<file path="config.mk">
export PLATFORM = sky130hd
export DESIGN_NAME = bsf_lane
export DESIGN_NICKNAME = d
export VERILOG_FILES = /design/src/design/bsf_pkg.sv /design/src/design/bsf_lane.sv
export SDC_FILE = /design/constraint.sdc
export NUM_CORES = 2
export LEC_CHECK = 0
export BUFFER_PORTS_ARGS = -buffer_cell sky130_fd_sc_hd__buf_2
export CORE_UTILIZATION = 35
export CTS_BUF_LIST = sky130_fd_sc_hd__clkbuf_16
export DETAILED_ROUTE_END_ITERATION = 8
export PLACE_DENSITY_LB_ADDON = 0.08
export SLEW_MARGIN = 20
export SYNTH_ARGS = -nofsm -noshare
export SYNTH_HDL_FRONTEND = slang
export SYNTH_SLANG_ARGS = --single-unit
</file>
<file path="constraint.sdc">
create_clock -name aclk -period 17.2 [get_ports aclk]
set_input_delay 2.58 -clock aclk [delete_from_list [all_inputs] [get_ports aclk]]
set_output_delay 2.58 -clock aclk [all_outputs]
set_load 0.01 [all_outputs]
</file>
<file path="src/design/bsf_pkg.sv">
// ----------------------------------------------------------------------------
// bsf_pkg - shared definitions for the bicubic sdf point filter
// widths, register codes, sequencer states and lane product bundle
// ----------------------------------------------------------------------------
package bsf_pkg;

    localparam int FRAC_BITS_DEF = 8;      // default fraction width
    localparam int FRAC_IN_W     = 8;      // width of the frac fields on the port
    localparam int BASIS_BITS    = 16;     // basis weights are Q16
    localparam int BASIS_W       = 18;     // signed basis width
    localparam int SAMPLE_W      = 16;     // grid sample width
    localparam int OUT_W         = 18;     // saturated result width
    localparam int PROD_W        = BASIS_W + OUT_W;
    localparam int SUM_W         = PROD_W + 2;
    localparam int CFG_W         = 17;
    localparam int NTAP          = 4;      // taps per cubic, one lane each
    localparam int COL_W         = $clog2(NTAP);

    localparam logic [COL_W-1:0] COL_LAST       = COL_W'(NTAP - 1);
    localparam logic [CFG_W-1:0] THRESHOLD_RST  = '0;
    localparam logic [CFG_W-1:0] DIST_LIMIT_RST = CFG_W'(13);

    typedef enum logic {
        CFG_WEIGHT_THRESHOLD = 1'b0,
        CFG_DISTANCE_LIMIT   = 1'b1
    } cfg_index_t;

    typedef enum logic [3:0] {
        ST_IDLE,
        ST_FRAC,
        ST_SQUARE,
        ST_CUBE,
        ST_BASIS,
        ST_MUL,
        ST_ADD,
        ST_SUM,
        ST_OUT
    } seq_state_t;

    typedef struct packed {
        logic signed [PROD_W-1:0] w;
        logic signed [PROD_W-1:0] d;
    } prod_t;

endpackage

</file>
<file path="src/design/bsf_lane.sv">
// ----------------------------------------------------------------------------
// bsf_lane - one tap of the cubic
// multiplies one basis weight by the weight sample and the distance sample
// ----------------------------------------------------------------------------
module bsf_lane import bsf_pkg::*; (
    input  logic                      aclk,
    input  logic signed [BASIS_W-1:0] basis,
    input  logic signed [OUT_W-1:0]   samp_w,
    input  logic signed [OUT_W-1:0]   samp_d,
    output prod_t                     prod
);

    prod_t prod_reg;

    always_ff @(posedge aclk) begin
        prod_reg.w <= basis * samp_w;
        prod_reg.d <= basis * samp_d;
    end

    assign prod = prod_reg;

endmodule

</file>
==> flow_summary_export.csv <==
group,metric,value,unit
detailed_routing,routedWlPerCell,16.6,um
timing,max_freq,110,MHz
cts,cts_repair_resize_count,0,
timing,slew_violations,0,
cts,holdBufCountCts,0,
floorplanning,ios,127,
setup_path,worst_path_largest_cell_delay,780,ps
layout,largest_reg_flops,72,
detailed_routing,drt-total-wl,62.5,mm
global_routing,first_global_vias,20300,
placement,gp_congestion,0.838,
cts,cts_max_level,3,
timing,setup_violations,0,
yosys,synth_fp_nets,3687,
timing,period_share,52.8,%
floorplanning,fp.dieH,274,um
layout,layout-drive-gt1-share,5.80,%
cts,clock_sinks,72,
timing,grt_setup_unrepaired,"no",
placement,dp_slack,7820,ps
setup_path,crit_required,17470,ps
global_routing,grt.total_usage,18.0,%
yosys,yosysWarnings,0,
yosys,netlist.area_leader.share,50.8,%
setup_path,worstSetupPathType,"in2reg",
yosys,synth_area,25900,um^2
yosys,syn_area_per_cell,9.29,um^2
timing,setup_ws,8110,ps
cts,cts_post_setup_buffers_inserted,0,
setup_path,worst_setup_path_start_kind,"primary input",
timing,hold_viol,0,
yosys,synth_cell_type_count,68,
yosys,synth_edf_count,0,
global_routing,grt_max_degree,37,
layout,fin_area,27600,um^2
outcome,status,"complete, but fails checks",
detailed_routing,drt_iter0_markers,736,
cts,path_clk_slew,70,ps
detailed_routing,drc_errors,25,
detailed_routing,firstDrtPassIters,7,
floorplanning,rows,99,
placement,placed_area,27300,um^2
detailed_routing,detail-route-antenna-nets,0,
yosys,yosysMostFrequentCell,"inv_1",
timing,tns,0,ps
floorplanning,die_x,274,um
yosys,syn_inst,2788,
cts,clock-root-buffer,"clkbuf_16",
layout,n_antenna_cell,0,
placement,dp_hpwl,50.7,mm
worst_hold_path,hp-class,"in2reg",
cts,cts_buffers,9,
timing,worst_pin_slew,937,ps
setup_path,path_cells,"buf_2 > nand2_1 > inv_1 > fa_1 > inv_1 > fa_1 > inv_1 > ha_1 > inv_1 > fa_1 > inv_1 > fa_1 > inv_1 > fa_1 > inv_1 > ha_1 > and3_4 > nand2_1 > a211oi_1 > o31ai_2 > nand2b_1 > a311oi_1 > xnor2_1",
cts,cts_buffer_depth,2,
timing,max_slew_margin,37.1,%
yosys,synthArstFlopShare,0,%
setup_path,end_kind,"flop",
floorplanning,dieArea,75100,um^2
global_routing,grt-ovfl-total,0,
global_routing,antenna_found_initial,2,
cts,cts_tree,"yes",
layout,area_growth,6.52,%
yosys,ys_ff_latch,72,
outcome,failed_checks,"design-rule violations",
setup_path,worstPathArrival,9360,ps
yosys,synth_ff_type,"dfxtp_1",
global_routing,grt_first_pass_wirelength,106,mm
floorplanning,placeableCoreArea,73100,um^2
placement,portBuffers,126,
timing,timing.hold.ws,2660,ps
setup_path,crit_slowest_cell,"a211oi_1",
detailed_routing,via_per_inst,4.73,
yosys,seq_area_frac_synth,5.56,%
setup_path,cp_common_cell,"inv_1",
yosys,synthTopCellsByArea,"fa_1 51%, inv_1 11%, ha_1 9.0%",
yosys,synth_commonest_cells,"729 x inv_1, 658 x fa_1, 328 x and2_1",
yosys,synth_top_area_cell,"fa_1",
layout,final_net_count,3703,
timing,min_period,9090,ps
detailed_routing,vias,17800,
floorplanning,initial_utilization,35.4,%
setup_path,crit_fanout,36,
run,drv_cap,0,
## cell families (layout without fill, tap and decap cells)
group                      after synthesis  in the layout  share of synthesized area [%]
buffers and inverters                  854            874                           12.4
AOI/OAI and AO/OA                      156            156                           4.40
xor gates and xnor gates                68             68                           2.30
adders and majority gates              844            844                           59.8
and+or+nand+nor                        792            792                           15.4
muxes                                    2              2                         0.0773
DFF                                     72             72                           5.56
## worst max-delay path: cells and delay by family
kind                     cells  cell delay, ps
adder cells (fa/ha/maj)      7            3250
buffers and inverters        8            1450
AO/OA/AOI/OAI                3            1130
AND/OR/NAND/NOR              4             770
XOR/XNOR                     1             140
## placed cells by master (no fill, tap or decap), types with 9 or more instances in the layout
cell type and count:
inv_1 729, fa_1 658, and2_1 328, nand2_1 321, ha_1 186, buf_2 126, dfxtp_1 72, nor2_1 63
xnor2_1 53, a21oi_1 39, o21ai_0 19, a21o_1 16, nor3_1 15, xor2_1 15, nand2b_1 13, nand3_1 12
o21ai_1 10, clkbuf_16 9
## stage by stage
step	instances	utilization, %
after floorplan	2788	-
after global placement	3752	37.3
after detailed placement	3752	37.3
after CTS	3767	37.8
after global routing	3767	37.8
final	3767	37.8
## layer usage
metal  GRT usage, %  share of wire, %  vias up
met5              0                 0        -
met4           3.36               1.2        0
met3           1.68               3.0       33
met2           33.8                54      254
met1           22.4                41     9474
li1               -                 -     8068
## cell type report
class	instances	area, um^2
fillers	7537	45500
multi-input cells	1862	21200
flip-flops and latches	72	1440
inverters	729	2740
clock buffers	9	225
clock inverters	6	85.1
repair buffers	130	661
well taps	959	1200
## final timing paths
| check | startpoint | to | slack [ps] | cells after the start |
|---|---|---|---|---|
| setup / recovery | basis[17] | prod[34]$_DFF_P_ | 8110 | 23 |
| hold / removal | samp_d[0] | prod[0]$_DFF_P_ | 2660 | 2 |
Power is not shown: default switching activity piles up to over one toggle a cycle in this logic, so the estimate is an artifact.
