$ cat src/design/bsf_pkg.sv
// ----------------------------------------------------------------------------
// bsf_pkg - shared definitions for the bicubic sdf point filter
// widths, register codes, sequencer states and lane product bundle
// ----------------------------------------------------------------------------
package bsf_pkg;

    localparam int FRAC_BITS_DEF = 8;      // default fraction width
    localparam int FRAC_IN_W     = 8;      // width of the frac fields on the port
    localparam int BASIS_BITS    = 16;     // basis weights are Q16
    localparam int BASIS_W       = 18;     // signed basis width
    localparam int SAMPLE_W      = 16;     // grid sample width
    localparam int OUT_W         = 18;     // saturated result width
    localparam int PROD_W        = BASIS_W + OUT_W;
    localparam int SUM_W         = PROD_W + 2;
    localparam int CFG_W         = 17;
    localparam int NTAP          = 4;      // taps per cubic, one lane each
    localparam int COL_W         = $clog2(NTAP);

    localparam logic [COL_W-1:0] COL_LAST       = COL_W'(NTAP - 1);
    localparam logic [CFG_W-1:0] THRESHOLD_RST  = '0;
    localparam logic [CFG_W-1:0] DIST_LIMIT_RST = CFG_W'(13);

    typedef enum logic {
        CFG_WEIGHT_THRESHOLD = 1'b0,
        CFG_DISTANCE_LIMIT   = 1'b1
    } cfg_index_t;

    typedef enum logic [3:0] {
        ST_IDLE,
        ST_FRAC,
        ST_SQUARE,
        ST_CUBE,
        ST_BASIS,
        ST_MUL,
        ST_ADD,
        ST_SUM,
        ST_OUT
    } seq_state_t;

    typedef struct packed {
        logic signed [PROD_W-1:0] w;
        logic signed [PROD_W-1:0] d;
    } prod_t;

endpackage

$ cat src/design/bsf_merge.sv
// ----------------------------------------------------------------------------
// bsf_merge - lane merge
// registered pair sums, then final add, Q16 rounding and 18-bit saturation
// ----------------------------------------------------------------------------
module bsf_merge import bsf_pkg::*; (
    input  logic                     aclk,
    input  prod_t                    prod [NTAP],
    output logic signed [OUT_W-1:0]  weight,
    output logic signed [OUT_W-1:0]  distance
);

    logic signed [SUM_W-1:0] pair_w_reg [2];
    logic signed [SUM_W-1:0] pair_d_reg [2];

    function automatic logic signed [OUT_W-1:0] round_sat(
        input logic signed [SUM_W-1:0] a,
        input logic signed [SUM_W-1:0] b
    );
        logic signed [SUM_W-1:0]   tot;
        logic signed [SUM_W-1:0]   shv;
        logic [SUM_W-OUT_W:0]      hi;
        logic signed [OUT_W-1:0]   res;
        tot = a + b + (SUM_W'(1) <<< (BASIS_BITS - 1));
        shv = tot >>> BASIS_BITS;
        hi  = shv[SUM_W-1:OUT_W-1];
        if (&hi || ~|hi) begin
            res = shv[OUT_W-1:0];
        end else if (shv[SUM_W-1]) begin
            res = {1'b1, {(OUT_W-1){1'b0}}};
        end else begin
            res = {1'b0, {(OUT_W-1){1'b1}}};
        end
        return res;
    endfunction

    always_ff @(posedge aclk) begin
        pair_w_reg[0] <= SUM_W'(prod[0].w) + SUM_W'(prod[1].w);
        pair_w_reg[1] <= SUM_W'(prod[2].w) + SUM_W'(prod[3].w);
        pair_d_reg[0] <= SUM_W'(prod[0].d) + SUM_W'(prod[1].d);
        pair_d_reg[1] <= SUM_W'(prod[2].d) + SUM_W'(prod[3].d);
    end

    assign weight   = round_sat(pair_w_reg[0], pair_w_reg[1]);
    assign distance = round_sat(pair_d_reg[0], pair_d_reg[1]);

endmodule

$ cat config.mk
export PLATFORM = sky130hd
export DESIGN_NAME = bsf_merge
export DESIGN_NICKNAME = d
export VERILOG_FILES = /design/src/design/bsf_pkg.sv /design/src/design/bsf_merge.sv
export SDC_FILE = /design/constraint.sdc
export NUM_CORES = 1
export LEC_CHECK = 0
export BUFFER_PORTS_ARGS = -buffer_cell sky130_fd_sc_hd__buf_2
export CORE_ASPECT_RATIO = 0.6
export CORE_MARGIN = 3
export CORE_UTILIZATION = 44
export CTS_BUF_LIST = sky130_fd_sc_hd__clkbuf_16
export CTS_CLUSTER_DIAMETER = 80
export DETAILED_ROUTE_END_ITERATION = 8
export PLACE_DENSITY_LB_ADDON = 0.2
export SETUP_SLACK_MARGIN = 0.5
export SYNTH_ARGS = -nofsm -noshare
export SYNTH_HDL_FRONTEND = slang
export SYNTH_SLANG_ARGS = --single-unit
$ cat constraint.sdc
create_clock -name aclk -period 10.7 [get_ports aclk]
set_input_delay 2.14 -clock aclk [delete_from_list [all_inputs] [get_ports aclk]]
set_output_delay 2.14 -clock aclk [all_outputs]
set_load 0.005 [all_outputs]
==> results of run 1 <==
synth_stat cells (all sizes together) (5+ instances only):
cell     count  area (µm²)
o211ai      15         113
a2111oi      6        58.8
o21a        21         158
a21boi       9        67.6
or2          8        50.1
a211oi      20         150
and3        21         138
inv         79         297
o21ai      103         572
nand4       16         100
nor2b       28         175
nand2       83         312
a221oi       7        78.8
xor2        46         418
a21oi      168         856
o22ai        5        31.3
ha         286        3580
and2        14        87.6
o31ai       13         108
nor2        93         349
o21bai      21         158
nand2b      18         113
or3          7        43.8
xnor2      113         990
o2111ai      7        61.3
a21o       107         811
clkbuf      10        38.8
buf          8        67.6
dfxtp      148        2960
a31o         7        61.3
nand3       31         155
nor3        34         191
a31oi       19         140
cell type report:
| type | count | share of cell area (%) |
|---|---|---|
| Clock buffer | 17 | 2.53 |
| Sequential cell | 148 | 17.6 |
| Inverter | 79 | 1.76 |
| Antenna cell | 10 | 0.149 |
| Timing Repair Buffer | 324 | 9.63 |
| Tap cell | 416 | 3.09 |
| Multi-Input combinational cell | 1386 | 64.1 |
| Clock inverter | 15 | 1.14 |
per-layer routing:
| metal | up-vias | GRT usage [%] |
|---|---|---|
| met5 | - | 0 |
| met4 | 4 | 6.59 |
| met3 | 51 | 3.31 |
| met2 | 385 | 35.9 |
| met1 | 6058 | 33.7 |
| li1 | 6694 | - |
path summary, 6_finish.rpt:
| path | startpoint | to | slack (ns) | cells after the start |
|---|---|---|---|---|
| setup / recovery | pair_d_reg[0][8] | distance[2] | 4.06 | 13 |
| hold / removal | prod[108] | pair_w_reg[0][38] | 1.93 | 2 |
cells in the final DEF, fill, tap and decap left out, types with 7 or more instances in the layout:
cell type,netlist,final
ha_1,286,286
clkbuf_16,0,17
o21ai_1,9,9
nor2_1,93,93
and2_1,14,14
o21ai_2,12,12
o21ai_0,81,81
a211oi_1,20,20
and3_1,19,19
o211ai_1,15,15
xnor2_1,113,113
a21oi_1,164,164
nor3_1,31,31
inv_1,79,79
nor2b_1,28,28
dfxtp_1,148,148
xor2_1,44,44
nand4_1,16,16
o31ai_1,11,11
nand3_1,31,31
a31oi_1,17,17
or2_2,7,7
a21o_1,101,101
buf_2,3,324
o21a_1,21,21
o2111ai_1,7,7
nand2_1,83,83
nand2b_1,18,18
or3_1,7,7
o21bai_1,21,21
diode_2,0,10
metrics by stage:
step	util, %	worst slack, ns	instance area [µm²]	hold slack [ns]
global placement	51.5	4.66	16200	2.37
CTS	53.5	4.08	16800	1.91
floorplan	-	5.33	14100	2.26
global route	53.6	3.80	16800	1.92
finish	53.6	4.06	16800	1.93
detailed placement	51.5	4.58	16200	2.37
cell families after synthesis:
family / synth area share (%)
multiplexers: 0.283
buffers and inverters: 2.85
XOR/XNOR: 9.95
flip-flops: 20.9
AND/OR/NAND/NOR: 13.3
AO/OA/AOI/OAI: 26.8
adder cells (fa/ha/maj): 25.9
report_power, final:
group	internal [µW]	switching [µW]	leakage, µW
registers	675	51.5	0.00125
clock network	373	261	0.000291
logic	944	1240	0.00683
total	1990	1550	0.00837
==> results_dict.tcl, run 1 <==
set metrics [dict create \
    status "completed" \
    clkTransAtPathRegs_ns 0.06 \
    syn_area_um2 14100 \
    antenna_left 0 \
    dp.cells 2353 \
    max_stage_delay_ns 0.99 \
    grt_pass1_vias 12400 \
    drc 0 \
    row_count 50 \
    ys_ff_latch 148 \
    wire_per_inst_um 17.2 \
    multi_input_area_um2 10800 \
    cp.required_ns 8.56 \
    dr_wl_met3_um 2180 \
    criticalPathCategory "flip-flop to output pin" \
    m1WireLength_um 20700 \
    path_buf_inv 1 \
    synthFlopType "dfxtp_1" \
    p_leak_uw 0.00837 \
    crit_top_cell "ha_1" \
    slew_headroom_pct 30.7 \
    yosys_warnings 0 \
    drive_gt1_share_pct 21.1 \
    grt_max_degree 18 \
    dr_wl_met2_um 17400 \
    cp-start-kind "flip-flop" \
    synth_edf_count 0 \
    regArea_um2 2960 \
    syn_nets 2210 \
    clockBufferDepth 2 \
    coreArea_um2 31400 \
    hold_class "input port to flip-flop" \
    vias_per_cell 5.51 \
    tritoncts "yes" \
    worstPathMaxFanout 17 \
    start_util_pct 45.0 \
    cts.sinks 148 \
    yosysSeqAreaShare_pct 20.9 \
    crit_family "compound AO/OA/AOI/OAI gates" \
    max_freq_ghz 0.151 \
    crit_chain "ha_1 -> ha_1 -> a21oi_1 -> o21ai_1 -> a221oi_4 -> nor3_2 -> o31ai_2 -> o21ai_2 -> a21oi_2 -> xnor2_1 -> o41ai_4 -> o21ai_0 -> buf_2" \
    worst_pin_slew_ns 1.04 \
    fin_nets 2535 \
    fin_cells 2395 \
    grt_overflow 0 \
    dr.pass1.iters 6 \
    slew_viol_final 0 \
    io_buffer_count 324 \
    synth-async-reset-ratio_pct 0 \
    crit_slowest_cell "o41ai_4" \
    maxCapViolCount 0 \
    period_needed_ns 6.64 \
    top_layer "met5" \
    die_height_um 145 \
    critPathArrivalTime_ns 4.50 \
    antenna_found_initial 12 \
    h-tree-depth 4 \
    grt_pass1_wl_um 63700 \
    setup_tns_ns 0 \
    dr.first_iter.drc_count 899 \
    die_w_um 237 \
    numCtsBuffers 17 \
    syn_inst 1631 \
    place_hpwl_um 35000 \
    setup_viol 0 \
    vias 13200 \
    syn_area_per_cell_um2 8.67 \
    io_pins 325 \
    postCtsSetupRepairBufs 0 \
    cts_resized 0 \
    fin_total_pwr_uw 3540 \
    synth.distinct_cells 85 \
    root_buffer "clkbuf_16" \
    hold_viol 0 \
    post-route-period-util_pct 62.1 \
    grt_usage_pct 23.2 \
    rsz0062_at_grt "no" \
    ir_drop_mv 0.105 \
    finalWeightedCongestion 0.960 \
    wirelength_um 41200 \
    hold_buffers 0 \
    die_area_um2 34400 \
    worst_setup_path_end_kind "output pin" \
    num-fill-cells 2961 \
    syn2layout_area_growth_pct 19.0 \
    power_per_cell_area_nw_per_um2 210 \
]
(Power assumes the default switching activity.)
==> run 2: changes to the inputs <==
Settings changed: ABC_AREA from default to 1.
Clock period 10.7 ns to 6.2 ns, I/O delays scaled along.
==> results_dict.tcl, run 2 <==
set metrics [dict create \
    cts_resized 0 \
    yosys.area.top_type "ha_1" \
    synthFlopType "dfxtp_1" \
    root_buffer "clkbuf_16" \
    max_freq_ghz 0.213 \
    maxCapViolCount 0 \
    yosysMostFrequentCell "nand2_1" \
    slew_viol_final 0 \
    syn_inst 2476 \
    hold_viol 0 \
    io_buffer_count 324 \
    die_area_um2 39900 \
    synth-async-reset-ratio_pct 0 \
    rsz0062_at_grt "no" \
    vias_per_cell 5.36 \
    cp.required_ns 4.96 \
    syn_nets 3055 \
    worstPathMaxFanout 17 \
    h-tree-depth 4 \
    grt_pass1_wl_um 93800 \
    grt_overflow 0 \
    synth_edf_count 0 \
    tritoncts "yes" \
    max_stage_delay_ns 0.52 \
    yosysSeqAreaShare_pct 18.0 \
    start_util_pct 45.0 \
    critPathArrivalTime_ns 3.46 \
    die_height_um 156 \
    ys_ff_latch 148 \
    crit_chain "ha_1 -> ha_1 -> nand2_1 -> o21ai_0 -> o21bai_1 -> a21oi_1 -> nand2_1 -> nand2_1 -> nand2_1 -> nand2_1 -> nand2_2 -> inv_2 -> nand2_4 -> nand2_1 -> buf_2" \
    clockBufferDepth 2 \
    cts.sinks 148 \
    drc 0 \
    layout_common_cells "nand2_1, buf_2, inv_1" \
    regArea_um2 2960 \
    crit_slowest_cell "o21ai_0" \
    wire_per_inst_um 18.8 \
    coreArea_um2 36600 \
    dr.first_iter.drc_count 1803 \
    place_hpwl_um 55200 \
    cp-start-kind "flip-flop" \
    worst_setup_path_end_kind "output pin" \
    numCtsBuffers 17 \
    antenna_found_initial 10 \
    period_needed_ns 4.70 \
    yosys_warnings 0 \
    power_per_cell_area_nw_per_um2 356 \
    multi_input_area_um2 12300 \
    fin_nets 3394 \
    drive_gt1_share_pct 14.1 \
    post-route-period-util_pct 75.7 \
    wirelength_um 62600 \
    grt_usage_pct 30.4 \
    hold_buffers 0 \
    die_w_um 256 \
    synth.distinct_cells 38 \
    synth_commonest_cells "nand2_1, inv_1, ha_1, nor2_1, a21oi_1" \
    ir_drop_mv 0.261 \
    antenna_left 0 \
    synth_area_leaders "ha_1, dfxtp_1, nand2_1, a21oi_1, inv_1" \
    hold_class "input port to flip-flop" \
    setup_viol 0 \
    num-fill-cells 3849 \
    row_count 54 \
    syn2layout_area_growth_pct 16.8 \
    io_pins 325 \
    fin_total_pwr_uw 6850 \
    postCtsSetupRepairBufs 0 \
    setup_tns_ns 0 \
    netlist.area_leader.share_pct 21.7 \
    slew_headroom_pct 43.0 \
    crit_top_cell "nand2_1" \
    p_leak_uw 0.0101 \
    criticalPathCategory "flip-flop to output pin" \
    grt_max_degree 18 \
    final_common_cell "nand2_1" \
    worst_pin_slew_ns 0.852 \
    status "completed" \
    finalWeightedCongestion 1.07 \
    syn_area_per_cell_um2 6.66 \
    grt_pass1_vias 16600 \
    dr.pass1.iters 6 \
    syn_area_um2 16500 \
    clkTransAtPathRegs_ns 0.07 \
    vias 17900 \
]
[run 2: where the power goes]
group	total [µW]	internal, µW	switching (µW)
logic	4520	1580	2930
clock network	1020	562	454
registers	1320	1170	146
total	6850	3320	3530
[run 2: area by class of cell]
class | count | share of cell area, %
well taps | 504 | 3.28
inverters | 296 | 5.77
clock inverters | 15 | 0.747
flip-flops and latches | 148 | 15.4
clock buffers | 17 | 2.21
diodes | 3 | 0.0390
repair buffers | 324 | 8.42
multi-input cells | 2028 | 64.1
[run 2: path summary, 6_finish.rpt]
kind | from | endpoint | slack (ns) | cells after the start
max | pair_w_reg[0][20] | weight[9] | 1.50 | 15
min | prod[252] | pair_w_reg[0][0] | 1.00 | 2
[run 2: cells by family after synthesis]
kind of cell	synth area share [%]
AO/OA/AOI/OAI	17.5
AND/OR/NAND/NOR	26.7
adder cells (fa/ha/maj)	22.2
flip-flops	18.0
XOR/XNOR	8.56
buffers and inverters	7.09
[run 2: routing by layer]
layer  up-vias  part of all wire, %  track usage (%)
met1      8096                   51             47.4
li1       8942                    -                -
met4         2                  1.5             5.42
met5         -                0.021                0
met3        49                   12             10.7
met2       796                   35             39.2
[run 2: stage by stage]
stage	instance area, µm²	setup slack [ns]	cells	hold WS, ns	utilization, %
after floorplan	16500	2.78	2476	1.36	-
after global placement	18700	2.03	3300	1.45	51.0
after detailed placement	18700	2.09	3300	1.45	51.0
after CTS	19200	1.61	3332	0.987	52.5
after global routing	19200	1.28	3332	0.995	52.5
final	19200	1.50	3335	1.00	52.6
[run 2: critical path, delay by kind of cell, from the launching register on]
| family | cells | cell delay [ns] |
|---|---|---|
| flip-flops | 1 | 0.34 |
| AO/OA/AOI/OAI | 3 | 0.78 |
| adder cells (fa/ha/maj) | 2 | 0.65 |
| buffers and inverters | 2 | 0.21 |
| AND/OR/NAND/NOR | 8 | 1.05 |
==> run 3: changes to the inputs <==
Clock period 6.2 ns to 4.6 ns, I/O delays scaled along.
==> results_dict.tcl, run 3 (synthesis results as in run 2) <==
set metrics [dict create \
    hold_ws_ns 0.671 \
    place_hpwl_um 55700 \
    numCtsBuffers 17 \
    grt_pass1_vias 16400 \
    dp.cells 3300 \
    hold_class "input port to flip-flop" \
    place_ws_ns 0.775 \
    path_buf_inv 1 \
    crit_family "simple AND/OR/NAND/NOR gates" \
    dr.pass1.iters 8 \
    num-fill-cells 3662 \
    status "completed" \
    fin_cells 3350 \
    busiest_layer "met1" \
    drc 0 \
    tritoncts "yes" \
    vias_per_cell 5.45 \
    grt_util_met3_pct 9.67 \
    cp.required_ns 3.68 \
    layout_common_cells "nand2_1, buf_2, inv_1" \
    worstPathMaxFanout 5 \
    root_buffer "clkbuf_16" \
    max_stage_delay_ns 0.34 \
    fin_nets 3412 \
    setup_viol 0 \
    post-route-period-util_pct 87.8 \
    antenna_left 0 \
    worst_setup_path_end_kind "output pin" \
    maxCapViolCount 0 \
    grt_use_met2_pct 37.9 \
    slew_headroom_pct 38.4 \
    antenna_cells 0 \
    drive_gt1_share_pct 22.0 \
    clockBufferDepth 2 \
    finalWeightedCongestion 1.04 \
    slew_viol_final 0 \
    io_pins 325 \
    final_common_cell "nand2_1" \
    max_freq_ghz 0.248 \
    cp-start-kind "flip-flop" \
    setup_tns_ns 0 \
    final_util_pct 56.4 \
    clkTransAtPathRegs_ns 0.07 \
    ir_drop_mv 0.376 \
    coreArea_um2 36600 \
    wirelength_um 65200 \
    start_util_pct 45.0 \
    grt_overflow 0 \
    crit_slowest_cell "ha_1" \
    syn2layout_area_growth_pct 25.3 \
    hold_viol 0 \
    grt_max_degree 18 \
    period_needed_ns 4.04 \
    fin_ws_ns 0.562 \
    critPathArrivalTime_ns 3.12 \
    worst_pin_slew_ns 0.921 \
    row_count 54 \
    crit_chain "ha_1 -> ha_4 -> nand2_2 -> nor2_2 -> nand2_1 -> nor4_2 -> nand2_2 -> nand3_1 -> nand2_1 -> nor2_2 -> nand3_4 -> nand2_8 -> nand2_1 -> nand2_2 -> buf_2" \
    antenna_found_initial 8 \
    p_leak_uw 0.0102 \
    die_height_um 156 \
    rsz0062_at_grt "yes" \
    h-tree-depth 4 \
    criticalPathCategory "flip-flop to output pin" \
    wire_per_inst_um 19.5 \
    grt_usage_pct 30.7 \
    cts.sinks 148 \
    dr.first_iter.drc_count 1772 \
    die_area_um2 39900 \
    io_buffer_count 324 \
    grt_pass1_wl_um 94800 \
    vias 18300 \
    die_w_um 256 \
    power_per_cell_area_nw_per_um2 524 \
    grtUsageMet1_pct 49.6 \
]
==> run 3: cell count changes in the layout (fill, tap and decap cells not counted), moves of 14 or more <==
cell / delta
nand2_2: +38
nand2_1: -41
nor2_1: -34
ha_2: +17
ha_1: -60
a21oi_1: -42
nor2_2: +27
dfxtp_1: -16
a21oi_2: +38
o21ai_0: -14
dfxtp_2: +16
ha_4: +43
==> run 3: per-stage QoR <==
stage,total power (µW),cell area (µm²)
6_report,10800,20700
4_1_cts,9300,19400
3_3_place_gp,7730,18700
5_1_grt,11500,20700
3_5_place_dp,7700,18700
2_1_floorplan,5660,16500
==> run 3: worst paths after layout <==
kind / startpoint / endpoint / slack [ns] / depth (start not counted)
setup / recovery: pair_w_reg[0][27] / weight[9] / 0.56 / 15
hold / removal: prod[108] / pair_w_reg[0][38] / 0.67 / 2
==> run 3: final cells by class <==
cell class / count / area, µm² / share of cell area (%)
inverters: 296 / 1110 / 5.39
well taps: 504 / 631 / 3.05
clock inverters: 15 / 188 / 0.909
multi-input cells: 2032 / 13500 / 65.5
flip-flops and latches: 148 / 2980 / 14.4
clock buffers: 17 / 425 / 2.06
repair buffers: 338 / 1780 / 8.60
==> run 3: per-layer routing <==
metal / routed length [µm] / vias up
li1: - / 8994
met1: 33800 / 8400
met2: 23100 / 802
met3: 7180 / 64
met4: 1060 / 4
met5: 26 / -
==> run 3: repair_timing <==
action,CTS,global route
setup endpoints to repair,34,34
cloned,0,4
hold buffers,0,0
pin swaps,3,36
gates resized for setup,7,258
setup buffers,4,10
==> run 3: power by group <==
part	leakage [µW]	total (µW)	switching, µW	internal [µW]
Clock	0.000298	1460	637	825
Combinational	0.00867	7590	4660	2920
Sequential	0.00125	1780	194	1590
