### config.mk
export PLATFORM = sky130hd
export DESIGN_NAME = bsf_basis
export DESIGN_NICKNAME = d
export VERILOG_FILES = /design/src/design/bsf_pkg.sv /design/src/design/bsf_basis.sv
export SDC_FILE = /design/constraint.sdc
export NUM_CORES = 1
export LEC_CHECK = 0
export BUFFER_PORTS_ARGS = -buffer_cell sky130_fd_sc_hd__buf_2
export CAP_MARGIN = 20
export CELL_PAD_IN_SITES_DETAIL_PLACEMENT = 1
export CELL_PAD_IN_SITES_GLOBAL_PLACEMENT = 1
export CORE_MARGIN = 2
export CORE_UTILIZATION = 53
export DETAILED_ROUTE_END_ITERATION = 10
export PLACE_DENSITY = 0.95
export SETUP_SLACK_MARGIN = 0.2
export SYNTH_ARGS = -nofsm -noshare
export SYNTH_HDL_FRONTEND = slang
export SYNTH_SLANG_ARGS = --single-unit
### constraint.sdc
create_clock -name aclk -period 14.88 [get_ports aclk]
set_input_delay 0 -clock aclk [delete_from_list [all_inputs] [get_ports aclk]]
set_output_delay 0 -clock aclk [all_outputs]
set_load 0.1 [all_outputs]
### src/design/bsf_pkg.sv
// ----------------------------------------------------------------------------
// bsf_pkg - shared definitions for the bicubic sdf point filter
// widths, register codes, sequencer states and lane product bundle
// ----------------------------------------------------------------------------
package bsf_pkg;

    localparam int FRAC_BITS_DEF = 8;      // default fraction width
    localparam int FRAC_IN_W     = 8;      // width of the frac fields on the port
    localparam int BASIS_BITS    = 16;     // basis weights are Q16
    localparam int BASIS_W       = 18;     // signed basis width
    localparam int SAMPLE_W      = 16;     // grid sample width
    localparam int OUT_W         = 18;     // saturated result width
    localparam int PROD_W        = BASIS_W + OUT_W;
    localparam int SUM_W         = PROD_W + 2;
    localparam int CFG_W         = 17;
    localparam int NTAP          = 4;      // taps per cubic, one lane each
    localparam int COL_W         = $clog2(NTAP);

    localparam logic [COL_W-1:0] COL_LAST       = COL_W'(NTAP - 1);
    localparam logic [CFG_W-1:0] THRESHOLD_RST  = '0;
    localparam logic [CFG_W-1:0] DIST_LIMIT_RST = CFG_W'(13);

    typedef enum logic {
        CFG_WEIGHT_THRESHOLD = 1'b0,
        CFG_DISTANCE_LIMIT   = 1'b1
    } cfg_index_t;

    typedef enum logic [3:0] {
        ST_IDLE,
        ST_FRAC,
        ST_SQUARE,
        ST_CUBE,
        ST_BASIS,
        ST_MUL,
        ST_ADD,
        ST_SUM,
        ST_OUT
    } seq_state_t;

    typedef struct packed {
        logic signed [PROD_W-1:0] w;
        logic signed [PROD_W-1:0] d;
    } prod_t;

endpackage

### src/design/bsf_basis.sv
// ----------------------------------------------------------------------------
// bsf_basis - catmull-rom basis weight pipeline
// four-stage pipeline: fraction, square, cube, combine and scale to Q16
// ----------------------------------------------------------------------------
module bsf_basis import bsf_pkg::*; #(
    parameter int FRAC_BITS = FRAC_BITS_DEF
) (
    input  logic                       aclk,
    input  logic [FRAC_BITS-1:0]       frac,
    output logic signed [BASIS_W-1:0]  basis [NTAP]
);

    localparam int CW = 3 * FRAC_BITS + 4;
    localparam int SH = 3 * FRAC_BITS + 1 - BASIS_BITS;

    logic [FRAC_BITS-1:0]   f_reg, f_d_reg, f_dd_reg;
    logic [2*FRAC_BITS-1:0] f2_reg, f2_d_reg;
    logic [3*FRAC_BITS-1:0] f3_reg;
    logic signed [BASIS_W-1:0] basis_reg [NTAP];
    logic signed [BASIS_W-1:0] basis_next [NTAP];

    logic signed [CW-1:0] t3, t2s, t1s2, s3;
    logic signed [CW-1:0] c [NTAP];

    always_ff @(posedge aclk) begin
        f_reg    <= frac;
        f2_reg   <= f_reg * f_reg;
        f_d_reg  <= f_reg;
        f3_reg   <= f2_reg * f_d_reg;
        f2_d_reg <= f2_reg;
        f_dd_reg <= f_d_reg;
        basis_reg <= basis_next;
    end

    // terms f^3, f^2*S, f*S^2, S^3 in Q(3F)
    assign t3   = CW'(f3_reg);
    assign t2s  = CW'(f2_d_reg) <<< FRAC_BITS;
    assign t1s2 = CW'(f_dd_reg) <<< (2 * FRAC_BITS);
    assign s3   = CW'(1) <<< (3 * FRAC_BITS);

    assign c[0] = (t2s <<< 1) - t3 - t1s2;
    assign c[1] = (t3 <<< 1) + t3 - ((t2s <<< 2) + t2s) + (s3 <<< 1);
    assign c[2] = (t2s <<< 2) + t1s2 - ((t3 <<< 1) + t3);
    assign c[3] = t3 - t2s;

    generate
        if (SH > 0) begin : g_round
            for (genvar k = 0; k < NTAP; k++) begin : g_tap
                // round half up, floor shift
                assign basis_next[k] =
                    BASIS_W'((c[k] + (CW'(1) <<< (SH - 1))) >>> SH);
            end
        end else begin : g_exact
            for (genvar k = 0; k < NTAP; k++) begin : g_tap
                assign basis_next[k] = BASIS_W'(c[k]) <<< (-SH);
            end
        end
    endgenerate

    assign basis = basis_reg;

endmodule

==> impl_table.tex, run 1 <==
\begin{tabular}{lr}
\hline
Metric & Value \\
\hline
\multicolumn{2}{l}{\textbf{Drt}} \\
Remaining DRCs & 0 \\
Number of detailed-routing iterations run before antenna repair & 8 \\
Vias per inst & just over 6 \\
Routed wire length & approximately 53000 um \\
Number of DRC violations after detailed-routing iteration 0 & 991 \\
Final routed wire length divided by cell count & between 20 and 25 um \\
Antenna viol nets, final & 0 \\
Number of vias in the routed layout & around 14000 \\
\multicolumn{2}{l}{\textbf{Die}} \\
Total Die Area & $\sim$31000 um\^{}2 \\
Number of placement rows & 62 \\
Die Span Y & 175.8 um \\
Initial core utilization & a little over half \\
IO Count & a little over 80 \\
Width of the die & around 180 um \\
Placeable core area & around 29000 um\^{}2 \\
\multicolumn{2}{l}{\textbf{CTS}} \\
CTS tree & built \\
Number of clock buffers inserted by TritonCTS & 17 \\
Post-CTS clock slew at the launch and capture registers of the worst setup and hold paths & 0.08 ns \\
Post-CTS resize count & 0 \\
Clock insertion delay at the later pin of the skew report & 0.47 ns \\
Buffers from clock root to sink, at most & 2 \\
Post-CTS Setup Inserts & 0 \\
CTS H-tree depth & 4 \\
Root cell of the clock tree & clkbuf\_16 \\
\# clock sinks & between 100 and 150 \\
\multicolumn{2}{l}{\textbf{Yosys}} \\
List of most frequent post-synthesis cells & ha\_1 (257), inv\_1 (255), dfxtp\_1 (147) \\
Proportion of netlist area held by the largest area contributor & roughly 21\% \\
FF+latch count, synth & 147 \\
Share of synthesized area occupied by flip-flops and latches & 18.81\% \\
Ys flop type & dfxtp\_1 \\
Yosys cell types & 77 \\
Synthesis Warnings & 0 \\
Gate Count Post-Synth & 1745 \\
Number of flops mapped to enable cells by yosys & 0 \\
Cell accounting for the most synthesized area & ha\_1 \\
Avg Synthesized Cell Area & approximately 9 um\^{}2 \\
Async set or reset register ratio after synthesis & 0\% \\
Most repeated cell in the gate-level netlist after synthesis & ha\_1 \\
Cells taking the most area after synthesis & ha\_1 (21\%), dfxtp\_1 (19\%), fa\_1 (15\%), xnor2\_1 (6.5\%), inv\_1 (6.1\%) \\
Post-synthesis cell area & 15650 um\^{}2 \\
\multicolumn{2}{l}{\textbf{Timing}} \\
Unrepaired setup endpoints after global routing & no \\
Final hold viol count & 0 \\
Actual transition at the worst max-transition pin & $\sim$0.90 ns \\
Shortest period the worst path allows & between 5 and 6 ns \\
Slew Limit Fails & 0 \\
Count of endpoints failing setup in the final report & 0 \\
WHS & 0.1600 ns \\
Worst slew margin relative to its limit & between 30\% and 40\% \\
Setup total negative slack & 0 ns \\
Final clock skew & 0.01692 ns \\
Final Cycle Share & 38.58\% \\
Upper clock frequency limit & 174.2 MHz \\
\multicolumn{2}{l}{\textbf{Global routing}} \\
Antenna violations before repair & 0 \\
Pin count of the biggest net entering global routing & 23 \\
Overflow left after global routing & 0 \\
Global-route wire length before repair & between 80000 and 90000 um \\
Vias in the first global route & 15600 \\
Total Routing Usage GR & between 30\% and 40\% \\
\multicolumn{2}{l}{\textbf{Worst setup path}} \\
Worst setup EP type & flop \\
Top fanout value on the critical path & 7 \\
Startpoint types & flop \\
Signal arrival time at the worst endpoint & approximately 6 ns \\
Endpoint required time on the critical path & between 15 and 20 ns \\
Type of the setup path with the least slack & reg -> reg \\
\multicolumn{2}{l}{\textbf{Cells and area}} \\
Fill cell count & 3419 \\
Fin util & about three fifths \\
Post-layout net count & roughly 2200 \\
Number of flip-flops in the largest register & 72 \\
Antenna diode instance count & 0 \\
Share of post-route cells with drive strength above 1 & 8.482\% \\
Final design instance area without fill & 17130 um\^{}2 \\
Layout overhead on the synthesized area & 9.459\% \\
\multicolumn{2}{l}{\textbf{Placed design}} \\
IO buf count & 80 \\
Sum of net half-perimeters after detailed placement & just under 40000 um \\
Routability Congestion & 0.9143 \\
Area of placed instances & $\sim$16000 um\^{}2 \\
\multicolumn{2}{l}{\textbf{Hold path}} \\
Worst hold-check path type & in -> reg \\
\multicolumn{2}{l}{\textbf{Flow run}} \\
Max capacitance violation total & 0 \\
\multicolumn{2}{l}{\textbf{Run status}} \\
Result of the run & finished, final reports clean \\
\hline
\end{tabular}
==> metal layers <==
| layer | GRT usage (%) | up-vias | part of all wire [%] |
|---|---|---|---|
| li1 | - | 6024 | - |
| met1 | 36.84 | 6832 | 38 |
| met2 | 63.71 | 569 | 51 |
| met3 | 5.866 | 275 | 4.9 |
| met4 | 22.80 | 0 | 6.3 |
| met5 | 0 | - | 0 |
==> worst paths after layout <==
path	endpoint	depth (start not counted)	slack [ns]	startpoint
worst min-delay path	f_reg[5]	2	0.16	frac[5]
worst max-delay path	basis[53]	20	9.14	f3_reg[8]
worst min register to register	f_d_reg[7]	0	0.48	f_reg[7]
worst max register to register	basis[53]	20	9.14	f3_reg[8]
==> kinds of logic (layout without fill, tap and decap cells) <==
logic type,count (synthesis),in the layout,synth area share [%]
AOI/OAI and AO/OA,342,342,15.19
xor gates and xnor gates,171,171,9.619
adders and majority gates,372,372,35.26
buffers and inverters,272,375,6.524
DFF,147,147,18.81
muxes,2,2,0.1599
other,2,5,0.04799
and+or+nand+nor,437,437,14.39
==> layout by cell type, fill, tap and decap left out, types with 5 or more instances in the layout <==
master,count
nor3_1,23
a31oi_1,14
or3_1,10
a31o_2,5
nand2b_1,14
and2_1,90
a211oi_1,7
nand4_1,18
xor2_1,53
ha_1,257
fa_1,115
nor2_1,91
nand3_1,24
a21oi_1,94
o21ai_0,41
dfxtp_1,147
o21a_1,24
conb_1,5
clkbuf_16,17
inv_1,255
dlygate4sd3_1,8
buf_2,80
xnor2_1,117
a21o_1,61
and3_1,14
nor2b_1,16
o21ai_1,7
o31ai_1,10
a211o_1,7
nand2_1,109
or2_2,11
o211ai_1,7
o21bai_1,16
==> cell type report <==
| cell class | count | area (um^2) | area share, % |
|---|---|---|---|
| Tap cell | 384 | 480.5 | 2.805 |
| Inverter | 255 | 957.2 | 5.588 |
| Sequential cell | 147 | 2943 | 17.18 |
| Multi-Input combinational cell | 1329 | 11700 | 68.28 |
| Clock buffer | 18 | 429.2 | 2.505 |
| Timing Repair Buffer | 88 | 480.5 | 2.805 |
| Clock inverter | 14 | 142.6 | 0.8327 |
==> worst max-delay path: stages, from the launching register on <==
cell	delay, ns
dfxtp_1	0.45
inv_1	0.12
ha_1	0.44
and3_1	0.20
o311ai_0	0.16
o21ai_1	0.43
nand4_1	0.28
and2_1	0.27
nor2b_1	0.13
a2111oi_0	0.08
nor3_1	0.71
xor2_1	0.25
ha_1	0.28
ha_1	0.36
a21o_1	0.22
a21o_1	0.19
a21oi_1	0.29
o2bb2ai_1	0.11
a311o_1	0.34
a21o_1	0.19
xnor2_1	0.12
==> per-stage QoR <==
stage / worst slack [ns] / std cells
after floorplan: 10.12 / 1748
final: 9.139 / 2235
after detailed placement: 9.562 / 2195
after global routing: 8.908 / 2235
after global placement: 9.788 / 2195
after CTS: 9.285 / 2235
==> repair_timing <==
item / 4_1_cts / 5_1_grt
hold buffers: 8 / 0
setup endpoints to repair: 0 / 0
hold endpoints to repair: 8 / 0
Power of run 1 is left out: the tool's default activity adds up to more than one toggle a clock period on the data nets, which glitch-free logic cannot reach.
==> run 2, diff against run 1 <==
--- a/config.mk
+++ b/config.mk
@@ -10,9 +10,9 @@
 export CELL_PAD_IN_SITES_DETAIL_PLACEMENT = 1
 export CELL_PAD_IN_SITES_GLOBAL_PLACEMENT = 1
 export CORE_MARGIN = 2
-export CORE_UTILIZATION = 53
+export CORE_UTILIZATION = 45
 export DETAILED_ROUTE_END_ITERATION = 10
-export PLACE_DENSITY = 0.95
+export PLACE_DENSITY = 0.89
 export SETUP_SLACK_MARGIN = 0.2
 export SYNTH_ARGS = -nofsm -noshare
 export SYNTH_HDL_FRONTEND = slang
==> constraint.sdc (replaced) <==
create_clock -name aclk -period 4.8 [get_ports aclk]
set_input_delay 0 -clock aclk [delete_from_list [all_inputs] [get_ports aclk]]
set_output_delay 0 -clock aclk [all_outputs]
set_load 0.1 [all_outputs]
==> run 2 against run 1 <==
Effect of this change: the flow now finishes with violations (negative setup slack); clock skew grew 0.0050 ns; design area up 12%; critical path depth unchanged; register-to-register slack got worse by 9.4 ns.
==> impl_table.tex, run 2 (synthesized netlist as in run 1, its figures left out) <==
\begin{tabular}{lr}
\hline
Metric & Value \\
\hline
\multicolumn{2}{l}{\textbf{CTS}} \\
Clock insertion delay at the later pin of the skew report & 0.48 ns (was 0.47 ns) \\
Root cell of the clock tree & clkbuf\_16 (unchanged) \\
Buffers from clock root to sink, at most & 2 (unchanged) \\
Post-CTS clock slew at the launch and capture registers of the worst setup and hold paths & 0.07 ns (was 0.08 ns) \\
CTS H-tree depth & 4 (unchanged) \\
CTS tree & built (unchanged) \\
\# clock sinks & 147 (unchanged) \\
Number of clock buffers inserted by TritonCTS & 17 (unchanged) \\
\multicolumn{2}{l}{\textbf{Hold path}} \\
Hold path endpoint & f\_reg[5] (unchanged) \\
Hold Path Origin & frac[5] (unchanged) \\
Worst hold stages & 2 (unchanged) \\
Worst hold-check path type & in -> reg (unchanged) \\
\multicolumn{2}{l}{\textbf{Drt}} \\
Antenna viol nets, final & 0 (unchanged) \\
Number of vias in the routed layout & 14370 (was 13700) \\
Remaining DRCs & 0 (unchanged) \\
Vias per inst & 5.962 (was 6.130) \\
Final routed wire length divided by cell count & 24.58 um (was 23.64 um) \\
Number of DRC violations after detailed-routing iteration 0 & 929 (was 991) \\
Number of detailed-routing iterations run before antenna repair & 5 (was 8) \\
Routed wire length & 59240 um (was 52840 um) \\
\multicolumn{2}{l}{\textbf{Die}} \\
Placeable core area & 34370 um\^{}2 (was 28860 um\^{}2) \\
Width of the die & 190.5 um (was 175.8 um) \\
Die Span Y & 190.5 um (was 175.8 um) \\
Initial core utilization & 45.53\% (was 54.23\%) \\
Number of placement rows & 68 (was 62) \\
Total Die Area & 36280 um\^{}2 (was 30920 um\^{}2) \\
IO Count & 81 (unchanged) \\
\multicolumn{2}{l}{\textbf{Placed design}} \\
Sum of net half-perimeters after detailed placement & 35780 um (was 38650 um) \\
Area of placed instances & 16980 um\^{}2 (was 16480 um\^{}2) \\
Routability Congestion & 0.9150 (was 0.9143) \\
IO buf count & 80 (unchanged) \\
\multicolumn{2}{l}{\textbf{Timing}} \\
Count of endpoints failing setup in the final report & 5 (was 0) \\
Setup total negative slack & -0.4541 ns (was 0 ns) \\
Post-route worst setup slack & -0.2446 ns (was 9.139 ns) \\
Final clock skew & 0.02192 ns (was 0.01692 ns) \\
Upper clock frequency limit & 198.2 MHz (was 174.2 MHz) \\
Final Cycle Share & 105.1\% (was 38.58\%) \\
Unrepaired setup endpoints after global routing & yes (was no) \\
Shortest period the worst path allows & 5.045 ns (was 5.741 ns) \\
Worst slew margin relative to its limit & 52.23\% (was 39.64\%) \\
Actual transition at the worst max-transition pin & 0.6985 ns (was 0.8985 ns) \\
Final hold viol count & 0 (unchanged) \\
Slew Limit Fails & 0 (unchanged) \\
\multicolumn{2}{l}{\textbf{Global routing}} \\
Overflow left after global routing & 0 (unchanged) \\
Vias in the first global route & 14920 (was 15600) \\
Total Routing Usage GR & 26.56\% (was 34.85\%) \\
Antenna violations before repair & 1 (was 0) \\
Pin count of the biggest net entering global routing & 17 (was 23) \\
Global-route wire length before repair & 75600 um (was 83700 um) \\
\multicolumn{2}{l}{\textbf{Cells and area}} \\
Number of flip-flops in the largest register & 72 (unchanged) \\
Most used cells in the layout excluding fill and tap cells & inv\_1 (239), ha\_1 (217), dfxtp\_1 (126), fa\_1 (112), nand2\_1 (108) (was ha\_1 (257), inv\_1 (255), dfxtp\_1 (147), xnor2\_1 (117), fa\_1 (115)) \\
Share of post-route cells with drive strength above 1 & 22.46\% (was 8.482\%) \\
Final design instance area without fill & 19220 um\^{}2 (was 17130 um\^{}2) \\
Most frequent standard cell in the layout excluding fill and tap cells & inv\_1 (was ha\_1) \\
Antenna diode instance count & 0 (unchanged) \\
Layout overhead on the synthesized area & 22.80\% (was 9.459\%) \\
Post-layout net count & 2323 (was 2219) \\
\multicolumn{2}{l}{\textbf{Run status}} \\
Failing checks & negative setup slack \\
Result of the run & finished, violations left (was finished, final reports clean) \\
\multicolumn{2}{l}{\textbf{Worst setup path}} \\
Type of the setup path with the least slack & reg -> reg (unchanged) \\
Signal arrival time at the worst endpoint & 5.44 ns (was 6.09 ns) \\
Worst Reg-to-Reg Cells & 20 (unchanged) \\
Worst setup EP type & flop (unchanged) \\
Reg-to-reg setup timing slack & -0.24 ns (was 9.14 ns) \\
Startpoint of the lowest-slack register-to-register path & f3\_reg[2] (was f3\_reg[8]) \\
Startpoint types & flop (unchanged) \\
Top fanout value on the critical path & 4 (was 7) \\
Crit Reg-Reg Endpoint & basis[52] (was basis[53]) \\
Endpoint required time on the critical path & 5.19 ns (was 15.23 ns) \\
\multicolumn{2}{l}{\textbf{Flow run}} \\
Max capacitance violation total & 0 (unchanged) \\
\hline
\end{tabular}
[run 2: area by class of cell]
class                   instances  area (um^2)
flip-flops and latches        147         2992
clock buffers                  18        439.2
clock inverters                14        226.5
repair buffers                192         1340
well taps                     455        569.3
inverters                     255        959.7
multi-input cells            1329        12690
fillers                      3867        15160
[run 2: routing by layer]
layer | track usage [%] | routed length [um]
met5 | 0 | 14
met2 | 50.17 | 30550
met1 | 29.41 | 21740
met3 | 3.773 | 3228
met4 | 11.57 | 3708
[run 2: critical path: stages, from the launching register on]
cell,delay [ns]
dfxtp_2,0.37
inv_4,0.06
ha_4,0.24
a211o_1,0.36
a2111oi_4,0.43
o21ai_4,0.16
nor2_2,0.25
xor2_2,0.29
fa_1,0.46
inv_2,0.11
ha_4,0.21
ha_4,0.24
a21o_1,0.25
and3_4,0.22
a21oi_4,0.12
o21ai_2,0.09
o211ai_1,0.40
a31oi_1,0.20
nand2b_1,0.21
a21oi_2,0.15
xnor2_1,0.14
[run 2: how the worst max path moves through the flow]
stage	cells past startpoint	from	slack (ns)	to
2_1_floorplan	20	f3_reg[2]	0.22	basis[53]
3_3_place_gp	20	f3_reg[1]	0.05	basis[53]
3_5_place_dp	20	f3_reg[1]	-0.1	basis[53]
4_1_cts	21	f3_reg[2]	0.13	basis[53]
5_1_grt	20	f3_reg[2]	-0.30	basis[52]
6_report	20	f3_reg[2]	-0.24	basis[52]
[run 2: repair_timing]
action,CTS,global route
setup endpoints to repair,28,34
hold endpoints to repair,8,0
buffers inserted,14,38
pin swaps,49,110
resized for setup,73,179
hold buffers,8,0
cloned,0,1
[run 2: stage by stage]
stage | hold WS [ns] | instances | setup slack [ns] | util [%]
after floorplan | 0.02772 | 1748 | 0.2161 | -
after global placement | 0.1031 | 2317 | 0.05442 | 49.38
after detailed placement | 0.1044 | 2317 | -0.09900 | 49.38
after CTS | 0.1509 | 2371 | 0.1342 | 52.72
after global routing | 0.1868 | 2410 | -0.2989 | 55.91
final | 0.1553 | 2410 | -0.2446 | 55.91
Power of run 2 is left out for the same reason.
